==> src/rtl/brep_pkg.sv <==
package brep_pkg;

  localparam int unsigned TimeW  = 24;
  localparam int unsigned RandW  = 16;
  localparam int unsigned CountW = 16;
  localparam int unsigned RateW  = 24;
  localparam int unsigned FracW  = 24;
  localparam int unsigned CfgIdxW = 3;

  localparam logic [RateW-1:0] RateReset = RateW'(2560);

  typedef enum logic [CfgIdxW-1:0] {
    CfgEmissionRate = 3'd0,
    CfgSingleBurst  = 3'd1,
    CfgDurationMin  = 3'd2,
    CfgDurationMax  = 3'd3,
    CfgRepeatMin    = 3'd4,
    CfgRepeatMax    = 3'd5,
    CfgStartDelay   = 3'd6
  } cfg_idx_e;

endpackage

==> src/rtl/brep_pick.sv <==
module brep_pick (
  input  logic [brep_pkg::TimeW-1:0] lo_i,
  input  logic [brep_pkg::TimeW-1:0] hi_i,
  input  logic [brep_pkg::RandW-1:0] rnd_i,
  output logic [brep_pkg::TimeW-1:0] val_o
);
  import brep_pkg::*;

  localparam int unsigned ProdW = TimeW + RandW;

  logic              hi_ge;
  logic [TimeW-1:0]  span;
  logic [ProdW-1:0]  prod;
  logic [ProdW-1:0]  prod_up;
  logic [TimeW-1:0]  step_dn;
  logic [TimeW-1:0]  step_up;

  // pick lo + r * (hi - lo), rounding toward lo when hi >= lo and away from lo when hi < lo
  assign hi_ge   = (hi_i >= lo_i);
  assign span    = hi_ge ? (hi_i - lo_i) : (lo_i - hi_i);
  assign prod    = ProdW'(rnd_i) * ProdW'(span);
  assign prod_up = prod + ProdW'({RandW{1'b1}});
  assign step_dn = prod[ProdW-1:RandW];
  assign step_up = prod_up[ProdW-1:RandW];
  assign val_o   = hi_ge ? (lo_i + step_dn) : (lo_i - step_up);

endmodule

==> src/rtl/burst_rate_emission_pacer_unit.sv <==
// An input transfer is registered in the input stage, its result then in the output stage.
// Throughput: one tick per cycle while the master side accepts; the state loop closes
// through one rate x time multiply-add and the countdown compares, all combinational.
// Reset (rst_ni, asynchronous, active low): control and state registers take their reset
// values (data registers are not reset), the pacer starts active with an empty fraction and all countdowns at zero.
module burst_rate_emission_pacer_unit (
  input  logic        clk_i,
  input  logic        rst_ni,
  input  logic        s_axis_tvalid,
  output logic        s_axis_tready,
  input  logic [39:0] s_axis_tdata,   // elapsed_time[23:0], random_fraction[39:24]
  output logic        m_axis_tvalid,
  input  logic        m_axis_tready,
  output logic [23:0] m_axis_tdata,   // emit_count[15:0], emitting[16], zero[23:17]
  input  logic        cfg_valid_i,
  output logic        cfg_ready_o,
  input  logic [brep_pkg::CfgIdxW-1:0] cfg_index_i,
  input  logic [brep_pkg::RateW-1:0]   cfg_data_i
);
  import brep_pkg::*;

  localparam int unsigned ProdW = 2 * TimeW;
  localparam int unsigned DurW  = TimeW + 2;
  localparam int unsigned StW   = TimeW + 1;

  // configuration
  logic [RateW-1:0] rate_q;
  logic             single_q;
  logic [TimeW-1:0] dur_min_q, dur_max_q, rep_min_q, rep_max_q;

  // pacer state
  logic                   active_q, active_d;
  logic [FracW-1:0]       frac_q, frac_d;
  logic signed [DurW-1:0] dur_left_q, dur_left_d;
  logic signed [DurW-1:0] rep_left_q, rep_left_d;
  logic signed [StW-1:0]  start_left_q, start_left_d;

  // pipeline
  logic              in_valid_q;
  logic [TimeW-1:0]  in_dt_q;
  logic [RandW-1:0]  in_rnd_q;
  logic              out_valid_q;
  logic [CountW-1:0] out_count_q, out_count_d;
  logic              out_emit_q;
  logic              advance;
  logic              cfg_we;

  logic [ProdW-1:0]       sum;
  logic [TimeW-1:0]       whole;
  logic [CountW-1:0]      sat_count;
  logic [TimeW-1:0]       dur_pick, rep_pick;
  logic signed [DurW-1:0] dur_dec, rep_dec;
  logic signed [StW-1:0]  start_dec;

  assign advance       = in_valid_q && (!out_valid_q || m_axis_tready);
  assign s_axis_tready = !in_valid_q || advance;
  assign m_axis_tvalid = out_valid_q;
  assign m_axis_tdata  = {7'b0, out_emit_q, out_count_q};
  assign cfg_ready_o   = 1'b1;
  assign cfg_we        = cfg_valid_i && cfg_ready_o;

  brep_pick u_dur_pick (
    .lo_i  (dur_min_q),
    .hi_i  (dur_max_q),
    .rnd_i (in_rnd_q),
    .val_o (dur_pick)
  );

  brep_pick u_rep_pick (
    .lo_i  (rep_min_q),
    .hi_i  (rep_max_q),
    .rnd_i (in_rnd_q),
    .val_o (rep_pick)
  );

  assign sum       = ProdW'(frac_q) + ProdW'(rate_q) * ProdW'(in_dt_q);
  assign whole     = sum[ProdW-1:FracW];
  assign sat_count = (whole > TimeW'({CountW{1'b1}})) ? {CountW{1'b1}} : whole[CountW-1:0];
  assign dur_dec   = dur_left_q - $signed({2'b00, in_dt_q});
  assign rep_dec   = rep_left_q - $signed({2'b00, in_dt_q});
  assign start_dec = start_left_q - $signed({1'b0, in_dt_q});

  always_comb begin
    active_d     = active_q;
    frac_d       = frac_q;
    dur_left_d   = dur_left_q;
    rep_left_d   = rep_left_q;
    start_left_d = start_left_q;
    out_count_d  = '0;
    if (active_q) begin
      if (single_q) begin
        out_count_d = rate_q[RateW-1:RateW-CountW];
        active_d    = 1'b0;
        rep_left_d  = $signed({2'b00, rep_pick});
      end else begin
        out_count_d = sat_count;
        frac_d      = sum[FracW-1:0];
        if (dur_max_q != '0) begin
          dur_left_d = dur_dec;
          if (dur_dec[DurW-1] || dur_dec == '0) begin
            active_d   = 1'b0;
            rep_left_d = $signed({2'b00, rep_pick});
          end
        end
      end
    end else begin
      if (rep_max_q != '0) begin
        rep_left_d = rep_dec;
        if (rep_dec[DurW-1] || rep_dec == '0) begin
          active_d   = 1'b1;
          dur_left_d = $signed({2'b00, dur_pick});
        end
      end
      if (start_left_q != '0) begin
        start_left_d = start_dec;
        if (start_dec[StW-1] || start_dec == '0) begin
          active_d     = 1'b1;
          dur_left_d   = $signed({2'b00, dur_pick});
          start_left_d = '0;
        end
      end
    end
  end

  always_ff @(posedge clk_i or negedge rst_ni) begin
    if (!rst_ni) begin
      rate_q       <= RateReset;
      single_q     <= 1'b0;
      dur_min_q    <= '0;
      dur_max_q    <= '0;
      rep_min_q    <= '0;
      rep_max_q    <= '0;
      active_q     <= 1'b1;
      frac_q       <= '0;
      dur_left_q   <= '0;
      rep_left_q   <= '0;
      start_left_q <= '0;
      in_valid_q   <= 1'b0;
      out_valid_q  <= 1'b0;
    end else begin
      if (s_axis_tready) begin
        in_valid_q <= s_axis_tvalid;
      end
      if (advance) begin
        out_valid_q <= 1'b1;
      end else if (m_axis_tready) begin
        out_valid_q <= 1'b0;
      end
      if (cfg_we) begin
        case (cfg_idx_e'(cfg_index_i))
          CfgEmissionRate: rate_q <= cfg_data_i;
          CfgSingleBurst:  single_q <= cfg_data_i[0];
          CfgDurationMin: begin
            dur_min_q <= cfg_data_i;
            if (active_q) dur_left_q <= $signed({2'b00, cfg_data_i});
            else          rep_left_q <= $signed({2'b00, rep_min_q});
          end
          CfgDurationMax: begin
            dur_max_q <= cfg_data_i;
            if (active_q) dur_left_q <= $signed({2'b00, dur_min_q});
            else          rep_left_q <= $signed({2'b00, rep_min_q});
          end
          CfgRepeatMin: begin
            rep_min_q <= cfg_data_i;
            if (active_q) dur_left_q <= $signed({2'b00, dur_min_q});
            else          rep_left_q <= $signed({2'b00, cfg_data_i});
          end
          CfgRepeatMax: begin
            rep_max_q <= cfg_data_i;
            if (active_q) dur_left_q <= $signed({2'b00, dur_min_q});
            else          rep_left_q <= $signed({2'b00, rep_min_q});
          end
          CfgStartDelay: begin
            start_left_q <= $signed({1'b0, cfg_data_i});
            if (cfg_data_i != '0) begin
              active_q   <= 1'b0;
              rep_left_q <= $signed({2'b00, rep_min_q});
            end
          end
          default: ;
        endcase
      end else if (advance) begin
        active_q     <= active_d;
        frac_q       <= frac_d;
        dur_left_q   <= dur_left_d;
        rep_left_q   <= rep_left_d;
        start_left_q <= start_left_d;
      end
    end
  end

  always_ff @(posedge clk_i) begin
    if (s_axis_tvalid && s_axis_tready) begin
      in_dt_q  <= s_axis_tdata[TimeW-1:0];
      in_rnd_q <= s_axis_tdata[TimeW+RandW-1:TimeW];
    end
    if (advance) begin
      out_count_q <= out_count_d;
      out_emit_q  <= active_d;
    end
  end

  a_start_nonneg: assert property (@(posedge clk_i) disable iff (!rst_ni)
    !start_left_q[StW-1])
    else $error("start countdown went negative");

  a_idle_no_emit: assert property (@(posedge clk_i) disable iff (!rst_ni)
    advance && !active_q |=> out_count_q == '0)
    else $error("count emitted while inactive");

  a_burst_stops: assert property (@(posedge clk_i) disable iff (!rst_ni)
    advance && !cfg_we && active_q && single_q |=> !active_q)
    else $error("single burst left pacer active");

  a_burst_keeps_frac: assert property (@(posedge clk_i) disable iff (!rst_ni)
    advance && !cfg_we && active_q && single_q |=> $stable(frac_q))
    else $error("single burst changed fraction");

endmodule
==> config.mk <==
export PLATFORM = sky130hd
export DESIGN_NAME = burst_rate_emission_pacer_unit
export DESIGN_NICKNAME = d
export VERILOG_FILES = /design/src/rtl/brep_pkg.sv /design/src/rtl/brep_pick.sv /design/src/rtl/burst_rate_emission_pacer_unit.sv
export SDC_FILE = /design/constraint.sdc
export NUM_CORES = 2
export LEC_CHECK = 0
export BUFFER_PORTS_ARGS = -buffer_cell sky130_fd_sc_hd__buf_2
export CORE_ASPECT_RATIO = 0.6
export CORE_MARGIN = 3
export CORE_UTILIZATION = 55
export CTS_BUF_LIST = sky130_fd_sc_hd__clkbuf_16
export DETAILED_ROUTE_END_ITERATION = 7
export PLACE_DENSITY = 0.8
export SKIP_CTS_REPAIR_TIMING = 1
export SLEW_MARGIN = 20
export SYNTH_ARGS = -nofsm -noshare
export SYNTH_HDL_FRONTEND = slang
export SYNTH_HIERARCHICAL = 1
export SYNTH_SLANG_ARGS = --single-unit
==> constraint.sdc <==
create_clock -name clk_i -period 21.9 [get_ports clk_i]
set_input_delay 3.285 -clock clk_i [delete_from_list [all_inputs] [get_ports clk_i]]
set_output_delay 3.285 -clock clk_i [all_outputs]
set_load 0.005 [all_outputs]
Word level (Yosys, flattened, before mapping)
Index checks and enable logic that the tools add are counted.

Word-level logic and storage cells: 142. Bits in writable memories: 0. Memories: 0. Memory bits (read-only): 0. Bits of input ports: 72. Latch bits: 0. Output and inout port bits: 27. Bits in registers: 282.

Shift-type cells: 0. Bitwise operators: 2. Equal/unequal tests: 20. Magnitude comparators: 3. Mux-type cells: 49. Reduce and logical (&&, ||, !) cells: 34. Divide/modulo/power cells: 0. Multiply operators: 3. $add $sub $neg: 14.

Operators with widths (count): two-way mux 26 bit (21); two-way mux 25 bit (6); subtractor 24 bit (6); two-way mux 24 bit (4); adder 40 x 16 -> 40 bit, second input constant (2); multiplier 16 x 24 -> 40 bit (2); case mux 26 bit (3 select lines) (1); nonzero test 24 bit (3); logical NOT 26 bit (2); case mux 26 bit (2 select lines) (1); subtractor 26 x 25 -> 26 bit (2); adder 24 bit (2); adder 24 x 48 -> 48 bit (1); greater-or-equal comparator 24 bit (2); multiplier 24 x 24 -> 48 bit (1); two-way mux 16 bit (2); logical NOT 25 bit (1); nonzero test 25 bit (1); subtractor 25 bit (1); > comparator 24 x 16 -> 1 bit, second input constant (1); inequality test 3 bit, second input constant (5); two-way mux 1 bit (14); AND reduction 2 bit (6); equality test 3 bit, second input constant (3); 19 further kinds (35).

Logic depth before layout (Yosys ltp)
Depth after elaboration: 13. Gate-level depth with buffers: 64. Depth with buffers taken out: 59.

Modules after synthesis
The synthesis kept the hierarchy.

By module, submodules not included: burst_rate_emission_pacer_unit (area an instance 37160.6 µm², cells each 3977, sequential area each 7345.8 µm², times used 1); brep_pick at u_dur_pick (area an instance 17936.0 µm², cells each 2262, sequential area each 0.0 µm², times used 1); brep_pick at u_rep_pick (area an instance 17604.4 µm², cells each 2196, sequential area each 0.0 µm², times used 1).

Least setup slack after synthesis
OpenSTA, ideal clock, no wires.

Kind: register -> register. From: reg dur_min_q[10]. To: reg dur_left_q[23]. Path slack: 8.033 ns. Cell stages (with the launch flop): 55. Arrival time: 13.729 ns. Data required time: 21.762 ns. Clock period less this slack: 13.867 ns. Setup time: 0.138 ns. Path buffers: 3. Cell sequence: dfrtp_1 inv_1 ha_1 clkbuf_1 nand2_1 or4_1 or4_1 and3_1 and3_1 or2_1 clkbuf_1 mux2i_1 a2bb2oi_2 o21ai_0 a21boi_1 buf_2 mux2_2 fa_1 (+19 left out) nor2_1 and2_1 a211oi_1 xor2_1 ha_1 nand2_1 o21ai_0 o41ai_1 o211ai_1 o21ai_0 nor2b_1 o21ai_0 a31oi_1 o221ai_1 xnor2_1 xnor3_1 nand2_1 a32oi_1.

Cells in the longest elaborated chain, start to end: 13. Elaborated cells on any way between the ends: 16. Classes of those cells: add/sub: 5; mul: 1; order compare: 1; mux: 9.

Ends and longest elaborated chain: start, declared (RTL line burst_rate_emission_pacer_unit.sv:29) `logic [TimeW-1:0] dur_min_q, dur_max_q, rep_min_q, rep_max_q;`; start signal, assigned (RTL line burst_rate_emission_pacer_unit.sv:154) `dur_min_q <= cfg_data_i;`; subtractor 24 bit or greater-or-equal comparator 24 bit (tied branches) (RTL line brep_pick.sv:20, brep_pick.sv:19); two-way mux 24 bit (RTL line brep_pick.sv:20) `assign span = hi_ge ? (hi_i - lo_i) : (lo_i - hi_i);`; multiplier 16 x 24 -> 40 bit (RTL line brep_pick.sv:21) `assign prod = ProdW'(rnd_i) * ProdW'(span);`; adder 40 x 16 -> 40 bit (RTL line brep_pick.sv:22) `assign prod_up = prod + ProdW'({RandW{1'b1}});`; subtractor 24 bit (RTL line brep_pick.sv:25) `assign val_o = hi_ge ? (lo_i + step_dn) : (lo_i - step_up);`; two-way mux 24 bit (*) (RTL line brep_pick.sv:25); net dur_pick[23] (RTL line burst_rate_emission_pacer_unit.sv:51) `logic [TimeW-1:0] dur_pick, rep_pick;`; two-way mux 26 bit (RTL line burst_rate_emission_pacer_unit.sv:109) `if (rep_dec[DurW-1] || rep_dec == '0) begin`; two-way mux 26 bit (RTL line burst_rate_emission_pacer_unit.sv:107) `if (rep_max_q != '0) begin`; two-way mux 26 bit (RTL line burst_rate_emission_pacer_unit.sv:116) `if (start_dec[StW-1] || start_dec == '0) begin`; two-way mux 26 bit (*) (RTL line burst_rate_emission_pacer_unit.sv:114) `if (start_left_q != '0) begin`; two-way mux 26 bit (*) (RTL line burst_rate_emission_pacer_unit.sv:90) `if (active_q) begin`; two-way mux 26 bit (*) (RTL line burst_rate_emission_pacer_unit.sv:182) `end else if (advance) begin`; two-way mux 26 bit (*) (RTL line burst_rate_emission_pacer_unit.sv:149) `if (cfg_we) begin`; end signal, assigned (RTL line burst_rate_emission_pacer_unit.sv:155) `if (active_q) dur_left_q <= $signed({2'b00, cfg_data_i});`; end signal, assigned (RTL line burst_rate_emission_pacer_unit.sv:160) `if (active_q) dur_left_q <= $signed({2'b00, dur_min_q});`; end signal, assigned (RTL line burst_rate_emission_pacer_unit.sv:185) `dur_left_q <= dur_left_d;`; end, declared (RTL line burst_rate_emission_pacer_unit.sv:34) `logic signed [DurW-1:0] dur_left_q, dur_left_d;`.

Mark *: on every way through the listed nets, which the timed path passes. The rest lies on a longest branch. The select of a mux whose other input is x is not followed. A chain may end at the register's enable or synchronous reset.

Worst setup path in the final report
From: reg dur_min_q[1]. To: reg dur_left_q[23].

The elaborated chain is that of the path after synthesis.

==> results.cfg <==
[outcome]
status = finished clean

[worst_setup_path]
critPathTopFamily = compound AO/OA/AOI/OAI gates
crit_path_max_fanout = 42
worst_path_max_delay_cell = o311ai_0
worst_setup_path_start_kind = flop
crit_type = reg2reg
required_ns = 22.35
cp.buffers_inverters = 7
cp_data_arrival_time_ns = 17.11
critPathMostFrequentCell = fa_1
endpoint_kind = flop
critPathMaxStageDelay_ns = 0.95

[routing]
firstDrtPassIters = 6
avgViaCountPerCell = 6.13
detail-route-antenna-nets = 0
detail_route.wirelength_mm = 229
drt-wirelength-per-cell_um = 22.9
drt-initial-drc-count = 6672
drc = 0
vias = 61300

[worst_hold_path]
hold_path.class = reg2reg

[place]
numPortBuffers = 90
place.gp.congestion = 1.00
place_hpwl_mm = 177

[synth]
synthArstFlopShare_pct = 79.8
avgSynthCellArea_um2 = 8.62
synth-main-ff-cell = dfrtp_1
yosys.area.top_type_share_pct = 31.0
yosys.area.top_type = fa_1
yosysMostFrequentCell = inv_1
synth_cells = 8435
synth_commonest_cells = 1,479 x inv_1, 1,125 x fa_1, 1,081 x nand2_1
synth_area_leaders = fa_1 31%, ha_1 11%, dfrtp_1 7.6%, inv_1 7.6%, nand2_1 5.6%
synthDistinctLibCells = 132
yosys_warnings = 6
synth-seq-cells = 282
synth-edff-count = 57
synth_seq_area_share_pct = 10.1
syn_area_mm2 = 0.0727

[grt]
grt-ovfl-total = 0
grt_max_degree = 94
antenna_found_initial = 21
grt_pass1_vias = 62400
grtUsageTotal_pct = 33.8
grt_pass1_wl_mm = 360

[timing]
final-max-slew-violation-count = 0
setup_tns_ns = 0
timing.slew.headroom_pct = 20.8
hold_viol = 0
setup_viol = 0
fin_worst_skew_ns = 0.0254
worst_pin_slew_ns = 1.18
finalCritPeriodShare_pct = 76.1
rsz0062_at_grt = no
period_minus_slack_ns = 16.67
fmax_mhz = 60.0

[finish]
drive_above_1_share_pct = 7.82
nFillCells = 11300
nNetsFinal = 10100
area.growth.synth_to_final_pct = 4.20

[clock_tree]
clk_latency_ns = 0.62
cts_tree = yes
clk_pin_slew_ns = 0.07
cts.sinks = 282
h-tree-depth = 2
cts_root_buffer = clkbuf_16
cts_buffers = 36
clock_path_buffers = 3

[floorplan]
ioPinCount = 99
die_w_um = 475
die_y_um = 288
dieArea_mm2 = 0.137
core_area_mm2 = 0.130
rows = 102
initial_core_util_pct = 55.9

[flow_run]
cap_violations = 0
registers in the layout (all words and copies together), names as in the netlist:
register and flops:
dur_left_q 26, rep_left_q 26, start_left_q 25, dur_max_q 24, dur_min_q 24, frac_q 24, in_dt_q 24, rate_q 24
rep_max_q 24, rep_min_q 24, in_rnd_q 16, out_count_q 16, active_q 1, in_valid_q 1, m_axis_tvalid 1, out_emit_q 1
single_q 1
kinds of logic (layout without fill, tap and decap cells):
| logic type | after synthesis | after routing | synth area share [%] |
|---|---|---|---|
| adder cells (fa/ha/maj) | 1746 | 1746 | 41.7 |
| multiplexers | 287 | 287 | 4.33 |
| AO/OA/AOI/OAI | 1350 | 1350 | 12.9 |
| AND/OR/NAND/NOR | 2556 | 2556 | 17.4 |
| other | 2 | 19 | 0.0103 |
| XOR/XNOR | 268 | 268 | 3.27 |
| flip-flops | 282 | 282 | 10.1 |
| buffers and inverters | 1944 | 1774 | 10.2 |
metal layers:
metal  up-vias  track usage, %  share of wire [%]
met5         -           0.782              0.086
met4        10            8.90                2.6
met3       453            12.6                 15
met2      3575            46.4                 40
met1     30500            49.5                 43
li1      26800               -                  -
path summary, 6_finish.rpt:
kind	slack, ns	to	depth (start not counted)	startpoint
setup / recovery	5.23	dur_left_q[23]	53	dur_min_q[1]
hold reg to reg	0.49	frac_q[5]	2	frac_q[5]
setup reg to reg	5.23	dur_left_q[23]	53	dur_min_q[1]
min in group asynchronous	2.70	frac_q[7]	1	rst_ni
max in group asynchronous	17.82	dur_min_q[22]	2	rst_ni
hold / removal	0.49	frac_q[5]	2	frac_q[5]
cell usage in the layout (no fill, tap or decap), types with 64 or more instances in the layout:
cell,synthesis,routed
a211oi_1,64,64
dfrtp_1,222,221
nor2_1,251,246
fa_1,1125,1125
mux2i_1,69,69
xor2_1,91,91
nand2b_1,102,102
buf_2,33,88
o21a_1,65,65
inv_1,1479,1485
xnor2_1,174,172
and2_1,542,541
buf_4,11,135
nand2_1,1081,1081
a21o_1,136,136
nor3_1,84,83
mux2_2,211,211
a21oi_1,336,335
o21ai_0,226,226
ha_1,621,621
nand3_1,137,137
tightest hold or removal path: cells and delay by family, from the launching register on:
family             cells  cell delay, ns
and+or+nand+nor        1            0.05
DFF                    1            0.35
AOI/OAI and AO/OA      1            0.05
through the flow:
step | setup slack (ns) | hold slack (ns) | instances | utilization (%) | cell area, um2
finish | 5.23 | 0.487 | 9998 | 58.2 | 75800
global route | 4.41 | 0.505 | 9998 | 58.2 | 75800
CTS | 5.63 | 0.485 | 9987 | 58.2 | 75700
detailed placement | 5.75 | 0.471 | 9921 | 57.3 | 74500
global placement | 5.86 | 0.473 | 9921 | 57.3 | 74500
floorplan | 8.03 | 0.449 | 8441 | - | 72700
cell type report:
class | count | area (um2) | share of cell area [%]
Sequential cell | 282 | 7350 | 9.70
Multi-Input combinational cell | 6215 | 58000 | 76.6
Tap cell | 1716 | 2150 | 2.83
Timing Repair Buffer | 225 | 1480 | 1.95
Antenna cell | 11 | 27.5 | 0.0363
Inverter | 1483 | 5570 | 7.35
Clock inverter | 29 | 253 | 0.334
Clock buffer | 37 | 926 | 1.22
Power is left out: the tool's default activity adds up to more than one toggle a clock period on the data nets, which glitch-free logic cannot reach.
